--- src/rtl/core/tspd_pkg.sv ---
// ----------------------------------------------------------------------------
// tspd_pkg
// Types and constants shared by the time-signal pulse decoder clock.
// ----------------------------------------------------------------------------
package tspd_pkg;

   localparam int CNT_W  = 11;
   localparam int POS_W  = 6;
   localparam int SEC_W  = 6;
   localparam int MIN_W  = 6;
   localparam int HOUR_W = 5;

   localparam logic [CNT_W-1:0] CNT_MAX = 11'd2047;

   localparam logic [CNT_W-1:0] GAP_RESET       = 11'd1500;
   localparam logic [CNT_W-1:0] ZERO_LOW_RESET  = 11'd90;
   localparam logic [CNT_W-1:0] ZERO_HIGH_RESET = 11'd100;
   localparam logic [CNT_W-1:0] ONE_LOW_RESET   = 11'd100;
   localparam logic [CNT_W-1:0] ONE_HIGH_RESET  = 11'd210;

   localparam logic [SEC_W-1:0]  LAST_SECOND = 6'd59;
   localparam logic [MIN_W-1:0]  LAST_MINUTE = 6'd59;
   localparam logic [HOUR_W-1:0] LAST_HOUR   = 5'd23;

   // frame bit positions of the BCD time fields
   localparam int MIN_UNITS_LSB  = 21;
   localparam int MIN_TENS_LSB   = 25;
   localparam int HOUR_UNITS_LSB = 29;
   localparam int HOUR_TENS_LSB  = 33;

   typedef enum logic [2:0] {
      CSR_GAP_THRESHOLD = 3'd0,
      CSR_ZERO_LOW      = 3'd1,
      CSR_ZERO_HIGH     = 3'd2,
      CSR_ONE_LOW       = 3'd3,
      CSR_ONE_HIGH      = 3'd4
   } csr_index_type;

   typedef struct packed {
      logic [CNT_W-1:0] gap_threshold;
      logic [CNT_W-1:0] zero_low;
      logic [CNT_W-1:0] zero_high;
      logic [CNT_W-1:0] one_low;
      logic [CNT_W-1:0] one_high;
   } cfg_type;

   typedef struct packed {
      logic              valid;
      logic [MIN_W-1:0]  minutes;
      logic [HOUR_W-1:0] hours;
   } load_type;

   typedef struct packed {
      logic [SEC_W-1:0]  seconds;
      logic [MIN_W-1:0]  minutes;
      logic [HOUR_W-1:0] hours;
      logic              in_frame;
      logic              time_loaded;
   } rsp_type;

endpackage

--- src/rtl/core/tspd_frame.sv ---
// ----------------------------------------------------------------------------
// tspd_frame
// Interval timing, minute mark detection, bit classification, frame store
// and BCD decode of minutes and hours at the end of a frame.
// ----------------------------------------------------------------------------
module tspd_frame
   import tspd_pkg::*;
#(
   parameter int FRAME_LEN = 60
) (
   input  logic     clock,
   input  logic     reset,
   input  logic     accept,
   input  logic     level,
   input  cfg_type  cfg,
   output logic     active_next,
   output load_type load
);

   localparam int LAST_BIT = FRAME_LEN - 2;

   logic [CNT_W-1:0]     cnt_ff, cnt_in, cnt_inc;
   logic                 prev_ff, prev_in;
   logic                 active_ff, active_in;
   logic [POS_W-1:0]     pos_ff, pos_in;
   logic [FRAME_LEN-1:0] store_ff, store_in;
   logic                 level_edge, is_zero, is_one, frame_end;
   logic [3:0]           min_units, hour_units;
   logic [2:0]           min_tens;
   logic [1:0]           hour_tens;
   logic [6:0]           min_value, hour_value;

   assign cnt_inc    = (cnt_ff == CNT_MAX) ? cnt_ff : cnt_ff + 1'b1;
   assign level_edge = level != prev_ff;
   assign is_zero    = (cnt_inc > cfg.zero_low) && (cnt_inc < cfg.zero_high);
   assign is_one     = (cnt_inc > cfg.one_low) && (cnt_inc < cfg.one_high);

   always_comb begin
      cnt_in    = cnt_inc;
      prev_in   = level;
      active_in = active_ff;
      pos_in    = pos_ff;
      store_in  = store_ff;
      frame_end = 1'b0;
      if (level_edge) begin
         cnt_in = '0;
         if (!active_ff) begin
            if (cnt_inc > cfg.gap_threshold) begin
               active_in = 1'b1;
               pos_in    = '0;
            end
         end else if (is_zero || is_one) begin
            // a pulse fitting both windows counts as a one
            if (pos_ff < POS_W'(FRAME_LEN)) begin
               store_in[pos_ff] = is_one;
            end
            if (pos_ff >= POS_W'(LAST_BIT)) begin
               active_in = 1'b0;
               frame_end = 1'b1;
            end else begin
               pos_in = pos_ff + 1'b1;
            end
         end
      end
   end

   // BCD decode from the store as it stands after this item
   assign min_units  = store_in[MIN_UNITS_LSB +: 4];
   assign min_tens   = store_in[MIN_TENS_LSB +: 3];
   assign hour_units = store_in[HOUR_UNITS_LSB +: 4];
   assign hour_tens  = store_in[HOUR_TENS_LSB +: 2];
   assign min_value  = 7'(min_units) + 7'(min_tens) * 7'd10;
   assign hour_value = 7'(hour_units) + 7'(hour_tens) * 7'd10;

   assign load.valid   = frame_end && (min_value <= 7'(LAST_MINUTE))
                         && (hour_value <= 7'(LAST_HOUR));
   assign load.minutes = min_value[MIN_W-1:0];
   assign load.hours   = hour_value[HOUR_W-1:0];
   assign active_next  = active_in;

   always_ff @(posedge clock) begin
      if (reset) begin
         cnt_ff    <= '0;
         prev_ff   <= 1'b0;
         active_ff <= 1'b0;
         pos_ff    <= '0;
         store_ff  <= '0;
      end else if (accept) begin
         cnt_ff    <= cnt_in;
         prev_ff   <= prev_in;
         active_ff <= active_in;
         pos_ff    <= pos_in;
         store_ff  <= store_in;
      end
   end

   a_pos_range: assert property (@(posedge clock) disable iff (reset)
      pos_ff <= POS_W'(LAST_BIT))
      else $error("bit position beyond last frame bit");

   a_load_ends_frame: assert property (@(posedge clock) disable iff (reset)
      accept && load.valid |=> !active_ff)
      else $error("frame still active after a load");

   a_mark_starts_at_zero: assert property (@(posedge clock) disable iff (reset)
      accept && !active_ff && active_in |=> pos_ff == '0 && cnt_ff == '0)
      else $error("frame start did not clear position and interval");

endmodule

--- src/rtl/core/tspd_clock.sv ---
// ----------------------------------------------------------------------------
// tspd_clock
// Local time of day: loads decoded minutes and hours, then advances by
// one second on the strobe with wrap of seconds, minutes and hours.
// ----------------------------------------------------------------------------
module tspd_clock
   import tspd_pkg::*;
(
   input  logic              clock,
   input  logic              reset,
   input  logic              accept,
   input  logic              strobe,
   input  load_type          load,
   output logic [SEC_W-1:0]  seconds_next,
   output logic [MIN_W-1:0]  minutes_next,
   output logic [HOUR_W-1:0] hours_next
);

   logic [SEC_W-1:0]  sec_ff, sec_in;
   logic [MIN_W-1:0]  min_ff, min_in, min_base;
   logic [HOUR_W-1:0] hour_ff, hour_in, hour_base;

   // load first, then advance
   assign min_base  = load.valid ? load.minutes : min_ff;
   assign hour_base = load.valid ? load.hours : hour_ff;

   always_comb begin
      sec_in  = sec_ff;
      min_in  = min_base;
      hour_in = hour_base;
      if (strobe) begin
         if (sec_ff >= LAST_SECOND) begin
            sec_in = '0;
            if (min_base >= LAST_MINUTE) begin
               min_in  = '0;
               hour_in = (hour_base >= LAST_HOUR) ? '0 : hour_base + 1'b1;
            end else begin
               min_in = min_base + 1'b1;
            end
         end else begin
            sec_in = sec_ff + 1'b1;
         end
      end
   end

   assign seconds_next = sec_in;
   assign minutes_next = min_in;
   assign hours_next   = hour_in;

   always_ff @(posedge clock) begin
      if (reset) begin
         sec_ff  <= '0;
         min_ff  <= '0;
         hour_ff <= '0;
      end else if (accept) begin
         sec_ff  <= sec_in;
         min_ff  <= min_in;
         hour_ff <= hour_in;
      end
   end

   a_time_range: assert property (@(posedge clock) disable iff (reset)
      sec_ff <= LAST_SECOND && min_ff <= LAST_MINUTE && hour_ff <= LAST_HOUR)
      else $error("clock value out of range");

   a_load_keeps_seconds: assert property (@(posedge clock) disable iff (reset)
      accept && load.valid && !strobe |=> sec_ff == $past(sec_ff))
      else $error("load changed seconds");

   a_idle_holds: assert property (@(posedge clock) disable iff (reset)
      !accept |=> $stable(sec_ff) && $stable(min_ff) && $stable(hour_ff))
      else $error("clock moved without an item");

endmodule

--- src/rtl/core/time_signal_pulse_decoder_clock_unit.sv ---
// ----------------------------------------------------------------------------
// time_signal_pulse_decoder_clock_unit
// Millisecond-tick time-signal decoder with a local time-of-day clock.
// ----------------------------------------------------------------------------
// Each item is one millisecond tick carrying the sampled receiver level and a
// one-second strobe; every item yields one result with the clock time after
// that tick, the in-frame flag and a flag that is high when a decoded frame
// was loaded. Interval timing, pulse classification, BCD decode and the clock
// update sit between the state registers and the result register, so one item
// is accepted every cycle while the skid register is empty. A two-entry result
// buffer (result register plus skid register) keeps the input side accepting
// while one result waits; the input stalls only when both entries are full.
// Thresholds are written through the csr port while no item is in flight.
// ----------------------------------------------------------------------------
module time_signal_pulse_decoder_clock_unit
   import tspd_pkg::*;
#(
   parameter int FRAME_LEN = 60
) (
   input  logic              clock,
   input  logic              reset,
   input  logic              req_valid,
   output logic              req_stall,
   input  logic              req_signal_level,
   input  logic              req_second_strobe,
   output logic              rsp_valid,
   input  logic              rsp_stall,
   output logic [SEC_W-1:0]  rsp_seconds,
   output logic [MIN_W-1:0]  rsp_minutes,
   output logic [HOUR_W-1:0] rsp_hours,
   output logic              rsp_in_frame,
   output logic              rsp_time_loaded,
   input  logic              csr_write,
   input  logic [2:0]        csr_index,
   input  logic [CNT_W-1:0]  csr_wdata
);

   cfg_type  cfg_ff, cfg_in;
   rsp_type  out_ff, skid_ff, result;
   logic     out_valid_ff, skid_valid_ff;
   logic     accept, take;
   logic     active_next;
   load_type load;

   assign req_stall = skid_valid_ff;
   assign accept    = req_valid && !req_stall;
   assign take      = out_valid_ff && !rsp_stall;

   always_comb begin
      cfg_in = cfg_ff;
      if (csr_write) begin
         unique case (csr_index_type'(csr_index))
            CSR_GAP_THRESHOLD: cfg_in.gap_threshold = csr_wdata;
            CSR_ZERO_LOW:      cfg_in.zero_low      = csr_wdata;
            CSR_ZERO_HIGH:     cfg_in.zero_high     = csr_wdata;
            CSR_ONE_LOW:       cfg_in.one_low       = csr_wdata;
            CSR_ONE_HIGH:      cfg_in.one_high      = csr_wdata;
            default:           cfg_in = cfg_ff;
         endcase
      end
   end

   always_ff @(posedge clock) begin
      if (reset) begin
         cfg_ff.gap_threshold <= GAP_RESET;
         cfg_ff.zero_low      <= ZERO_LOW_RESET;
         cfg_ff.zero_high     <= ZERO_HIGH_RESET;
         cfg_ff.one_low       <= ONE_LOW_RESET;
         cfg_ff.one_high      <= ONE_HIGH_RESET;
      end else begin
         cfg_ff <= cfg_in;
      end
   end

   tspd_frame #(
      .FRAME_LEN(FRAME_LEN)
   ) u_frame (
      .clock       (clock),
      .reset       (reset),
      .accept      (accept),
      .level       (req_signal_level),
      .cfg         (cfg_ff),
      .active_next (active_next),
      .load        (load)
   );

   tspd_clock u_clock (
      .clock        (clock),
      .reset        (reset),
      .accept       (accept),
      .strobe       (req_second_strobe),
      .load         (load),
      .seconds_next (result.seconds),
      .minutes_next (result.minutes),
      .hours_next   (result.hours)
   );

   assign result.in_frame    = active_next;
   assign result.time_loaded = load.valid;

   always_ff @(posedge clock) begin
      if (reset) begin
         out_valid_ff  <= 1'b0;
         skid_valid_ff <= 1'b0;
      end else if (skid_valid_ff) begin
         // drain the skid entry into the result register
         if (take) begin
            skid_valid_ff <= 1'b0;
         end
      end else if (accept) begin
         if (out_valid_ff && !take) begin
            skid_valid_ff <= 1'b1;
         end else begin
            out_valid_ff <= 1'b1;
         end
      end else if (take) begin
         out_valid_ff <= 1'b0;
      end
   end

   always_ff @(posedge clock) begin
      if (skid_valid_ff) begin
         if (take) begin
            out_ff <= skid_ff;
         end
      end else if (accept) begin
         if (out_valid_ff && !take) begin
            skid_ff <= result;
         end else begin
            out_ff <= result;
         end
      end
   end

   assign rsp_valid       = out_valid_ff;
   assign rsp_seconds     = out_ff.seconds;
   assign rsp_minutes     = out_ff.minutes;
   assign rsp_hours       = out_ff.hours;
   assign rsp_in_frame    = out_ff.in_frame;
   assign rsp_time_loaded = out_ff.time_loaded;

   a_skid_needs_out: assert property (@(posedge clock) disable iff (reset)
      skid_valid_ff |-> out_valid_ff)
      else $error("skid entry held with empty result register");

   a_blocked_goes_to_skid: assert property (@(posedge clock) disable iff (reset)
      accept && out_valid_ff && rsp_stall |=> skid_valid_ff)
      else $error("item dropped while result was stalled");

   a_loaded_ends_frame: assert property (@(posedge clock) disable iff (reset)
      rsp_valid && rsp_time_loaded |-> !rsp_in_frame)
      else $error("load reported inside a frame");

endmodule
--- config.mk ---
export PLATFORM = sky130hd
export DESIGN_NAME = time_signal_pulse_decoder_clock_unit
export DESIGN_NICKNAME = d
export VERILOG_FILES = /design/src/rtl/core/tspd_pkg.sv /design/src/rtl/core/tspd_frame.sv /design/src/rtl/core/tspd_clock.sv /design/src/rtl/core/time_signal_pulse_decoder_clock_unit.sv
export SDC_FILE = /design/constraint.sdc
export NUM_CORES = 1
export LEC_CHECK = 0
export ABC_AREA = 1
export ABC_CLOCK_PERIOD_IN_PS = 11300
export BUFFER_PORTS_ARGS = -buffer_cell sky130_fd_sc_hd__buf_2
export CAP_MARGIN = 0
export CORE_UTILIZATION = 50
export CTS_BUF_LIST = sky130_fd_sc_hd__clkbuf_8
export DETAILED_ROUTE_END_ITERATION = 7
export GPL_TIMING_DRIVEN = 1
export PLACE_DENSITY = 0.72
export SYNTH_ARGS = -nofsm -noshare
export SYNTH_HDL_FRONTEND = slang
export SYNTH_HIERARCHICAL = 1
export SYNTH_SLANG_ARGS = --single-unit
--- constraint.sdc ---
create_clock -name clock -period 11.3 [get_ports clock]
set_input_delay 3.39 -clock clock [delete_from_list [all_inputs] [get_ports clock]]
set_output_delay 3.39 -clock clock [all_outputs]
set_load 0.02 [all_outputs]
### Word level (Yosys, flattened, before mapping)

Cells that the tools add are included.

| storage, ports and cells | value |
|---|---|
| flip-flop bits (word level) | 191 |
| input port bits | 21 |
| output and inout port bits | 21 |
| word-level logic and storage cells | 131 |

| operators by class | value |
|---|---|
| $add $sub $neg | 7 |
| multiply operators | 2 |
| magnitude comparators | 14 |
| equality and inequality tests | 11 |
| multiplexer cells | 44 |
| bitwise operators | 1 |
| reduce and logical (&&, ||, !) cells | 26 |

Operators with widths:

| cell | count |
|---|---|
| two-way mux 35 bit | 4 |
| two-way mux 19 bit | 4 |
| bitwise mux 60 bit | 1 |
| two-way mux 6 bit | 10 |
| > comparator 11 bit | 3 |
| two-way mux 5 bit | 5 |
| less-than comparator 11 bit | 2 |
| two-way mux 11 bit | 2 |
| adder 6 x 1 -> 6 bit, second input constant | 3 |
| greater-or-equal comparator 6 bit, second input constant | 3 |
| two-way mux 1 bit | 17 |
| adder 11 x 1 -> 11 bit, second input constant | 1 |
| equality test 11 bit, second input constant | 1 |
| AND reduction 2 bit | 5 |
| AND reduction 5 bit | 2 |
| AND reduction 3 bit | 3 |
| logical AND 1 bit | 8 |
| != test 2 bit, second input constant | 4 |
| adder 4 x 6 -> 7 bit | 1 |
| adder 4 x 7 -> 7 bit | 1 |
| <= comparator 7 x 5 -> 1 bit, second input constant | 1 |
| <= comparator 7 x 6 -> 1 bit, second input constant | 1 |
| less-than comparator 6 x 7 -> 1 bit, second input constant | 1 |
| demux 1 bit (select 6 bit) | 1 |
| other kinds (16) | 21 |

### Depth between registers and ports, before layout

| logic depth | value |
|---|---|
| word-level depth | 23 |
| depth in mapped cells | 45 |
| gate-level depth less buffers | 44 |

### By module

The synthesis kept the hierarchy.

Modules (own cells, without submodules):

| module | instances | cells each | area an instance (sq um) | seq. area each (sq um) |
|---|---|---|---|---|
| tspd_frame | 1 | 564 | 3683.5 | 640.6 |
| time_signal_pulse_decoder_clock_unit | 1 | 382 | 3658.5 | 2282.2 |
| tspd_clock | 1 | 208 | 1277.5 | 340.3 |

### Worst setup path after synthesis

OpenSTA, ideal clock, no wires.

| path | value |
|---|---|
| path type | input -> register |
| start | in req_signal_level |
| end | reg out_ff (netlist bit rsp_hours[3]) (data pin) |
| library setup time | 0.260 ns |
| data arrival time | 7.343 ns |
| required time | 11.040 ns |
| slack | 3.697 ns |
| cell stages on the path | 35 |
| buffers on the path | 1 |
| cells stage by stage | or2_2 and2_1 nand2_1 inv_1 nand2_1 inv_1 nand4_1 o21ai_2 o21ai_2 ha_1 ha_1 a21oi_1 nand2_1 or2_2 nand2_1 nor2_1 nor2_1 nand3_1 a21oi_1 nand2_1 inv_1 buf_6 nand2_1 nand2_1 ha_1 inv_1 nand3_2 nand2_2 nor2_4 nand2_4 inv_4 nand2_1 nand3_1 inv_1 mux2_2 |

RTL lines:

| item | RTL line | source |
|---|---|---|
| start, declared | time_signal_pulse_decoder_clock_unit.sv:24 | `input logic req_signal_level,` |
| end signal, assigned | time_signal_pulse_decoder_clock_unit.sv:124 | `out_ff <= skid_ff;` |
| end signal, assigned | time_signal_pulse_decoder_clock_unit.sv:130 | `out_ff <= result;` |
| end, declared | time_signal_pulse_decoder_clock_unit.sv:39 | `rsp_type out_ff, skid_ff, result;` |

==> results.toml <==
[outcome]
status = "completed"

[yosys]
postSynthCellCount = 1154
yosys_warnings = 6
synth.most_common_cell = "nand2_1"
synth_top_family_by_area = "simple AND/OR/NAND/NOR gates"
synth_ff_type = "dfxtp_1"
yosysTopAreaCellShare_pct = 24.62
synth-xor-area-share_pct = 1.524
synth_nets = 1244
synth-simple-area-share_pct = 29.03
yosys.area.top_type = "dfxtp_1"
synth_edf_count = 38
synth.distinct_cells = 46
synth_common_cells = "nand2_1, inv_1, nor2_1"
syn-mean-instance-area_um2 = 7.469
syn_area_mm2 = 0.008620
synth_compound_gate_area_share_pct = 9.160
seq_area_frac_synth_pct = 37.86
synthTopCellsByArea = "dfxtp_1, edfxtp_1, nand2_1"
synthArstFlopShare_pct = 0
muxShareOfSynthArea_pct = 2.598
synth_seq_cells = 144
synthAdderAreaFrac_pct = 10.19

[pwr]
p_leak_nw = 4.570
peakVddDrop_v = 0.00009098
p_per_area_mw_per_mm2 = 123.0
p_total_w = 0.001152

[critical_path]
crit_top_cell = "nand2_1"
slowest_stage = "inv_1"
critical_path_required_ns = 11.52
r2r-end = "rsp_hours[4]$_DFFE_PP_"
reg2reg_depth = 42
setup.worst_path.start_class = "input pin"
end_kind = "register"
cp_max_fo = 15
crit_path_max_incr_delay_ns = 0.37
ff2ff_setup_slack_ns = 3.70
critPathBufInv = 7
crit_family = "simple AND/OR/NAND/NOR gates"
crit_arrival_ns = 8.17
worstReg2RegStart = "u_frame/cnt_ff[0]$_SDFFE_PP0P_"
critPathKind = "in -> reg"
worstSetupStartpoint = "req_signal_level"

[clock_tree]
cts_tree = "yes"
ctsHoldBuffers = 0
clockBufferDepth = 2
root_buffer = "clkbuf_8"
cts_inserted_buffers = 17
cts.sinks = 144
clk_pin_slew_worst_paths_ns = 0.09
htreeDepth = 4
cts_setup_buffers = 0
clk_latency_ns = 0.46
ctsResizeCount = 0

[place]
gp_congestion = 0.8840
port_buffers = 41
dp_cells = 1385
dp_hpwl_um = 13980

[floorplanning]
die_w_um = 133.3
initial_core_util_pct = 51.61
dieArea_mm2 = 0.01777
die_h_um = 133.3
boundaryPins = 42
row_count = 47
core-area_mm2 = 0.01670

[timing]
fin_worst_skew_ns = 0.01373
relSlewSlack_pct = 25.36
period_minus_slack_ns = 7.954
slew_viol_final = 0
setup_violations = 0
worst_pin_slew_ns = 1.120
rsz0062_at_grt = "false"
fin_setup_tns_ns = 0
timing.fmax_ghz = 0.1257
hold_viol_final = 0
hold_slack_ns = 0.4651
finalCritPeriodShare_pct = 70.39

[routing]
vias_per_cell = 5.203
drc = 0
wl_um = 19560
post_drt_wl_per_cell_um = 13.81
drtPass1Iterations = 5
final_antenna_net_count = 0
first_iter_violations = 475
num_vias = 7373

[job]
max_cap_viol_count = 0

[grt]
overflow = 0
grtUsageTotal_pct = 23.21
grt_max_degree = 56
antenna_found_initial = 0
grt_pass1_vias = 6846
grt_pass1_wl_um = 32640

[cells_and_area]
finalNonFillerCells = 1417
nNetsFinal = 1274
fin_util_pct = 56.05
layout-area-overhead-vs-synth_pct = 8.608
drive_gt1_share_pct = 13.62
diodes = 0

[min_path]
min_from = "cfg_ff[17]$_SDFFE_PP1P_"
hold_path.class = "reg -> reg"
hold_path_end = "cfg_ff[17]$_SDFFE_PP1P_"
whs_path_depth = 2
## cell families after synthesis
family | Yosys count
AND/OR/NAND/NOR | 571
buffers and inverters | 198
flip-flops | 144
AO/OA/AOI/OAI | 137
adder cells (fa/ha/maj) | 69
multiplexers | 20
XOR/XNOR | 15
## cell type report
type | count | area [um2]
well taps | 220 | 275.3
multi-input cells | 812 | 4537
clock buffers | 17 | 234.0
flip-flops and latches | 144 | 3263
fillers | 1586 | 7340
repair buffers | 47 | 250.2
inverters | 162 | 610.6
clock inverters | 15 | 191.4
## metal layers
layer	track usage, %	wire length [um]	share of wire, %
met5	0	0	0
met4	8.270	382	2.0
met3	3.995	1076	5.5
met2	37.76	8780	45
met1	30.97	9325	48
## tightest hold or removal path: cells and delay by family (launching register included)
family | cells | cell delay, ns
flip-flops | 1 | 0.34
AND/OR/NAND/NOR | 2 | 0.10
## sequential cells by signal (all words and copies together), names as in the netlist
register and cells:
cfg_ff 55, req_stall 1, rsp_hours 5, rsp_in_frame 1, rsp_minutes 6, rsp_seconds 6, rsp_time_loaded 1, rsp_valid 1
skid_ff 19, u_clock/hour_ff 5, u_clock/min_ff 6, u_clock/sec_ff 6, u_frame/active_ff 1, u_frame/cnt_ff 11, u_frame/pos_ff 6, u_frame/prev_ff 1
u_frame/store_ff 13
## cell usage in the layout (no fill, tap or decap), types with 17 or more instances in the layout
| cell | count |
|---|---|
| inv_1 | 155 |
| dfxtp_1 | 106 |
| o21ai_0 | 34 |
| nor2_1 | 148 |
| clkbuf_8 | 17 |
| mux2_2 | 19 |
| nand2_2 | 17 |
| nand3_1 | 100 |
| buf_2 | 41 |
| edfxtp_1 | 38 |
| o21ai_2 | 17 |
| a21oi_1 | 59 |
| nand2_1 | 253 |
| ha_1 | 67 |
## how the worst max path moves through the flow
| stage | endpoint | slack, ns | cells after the start |
|---|---|---|---|
| floorplan | rsp_hours[3]$_DFFE_PP_ | 3.70 | 35 |
| global placement | rsp_hours[2]$_DFFE_PP_ | 3.13 | 35 |
| detailed placement | rsp_hours[4]$_DFFE_PP_ | 2.90 | 35 |
| CTS | rsp_hours[4]$_DFFE_PP_ | 3.38 | 35 |
| global route | rsp_hours[4]$_DFFE_PP_ | 2.84 | 35 |
| finish | rsp_hours[4]$_DFFE_PP_ | 3.35 | 35 |
## power by group
group	internal [W]	total, W	switching, W
combinational	0.0000486	0.000145	0.0000962
clock	0.000209	0.000439	0.000230
sequential	0.000555	0.000568	0.0000129
total	0.000812	0.00115	0.000339
## through the flow
step                      instance area (um2)  worst slack [ns]
after floorplan                          8620             3.697
after global placement                   8936             3.134
after detailed placement                 8936             2.901
after CTS                                9361             3.383
after global routing                     9361             2.843
final                                    9361             3.346
Power figures use the tool's default switching activity.
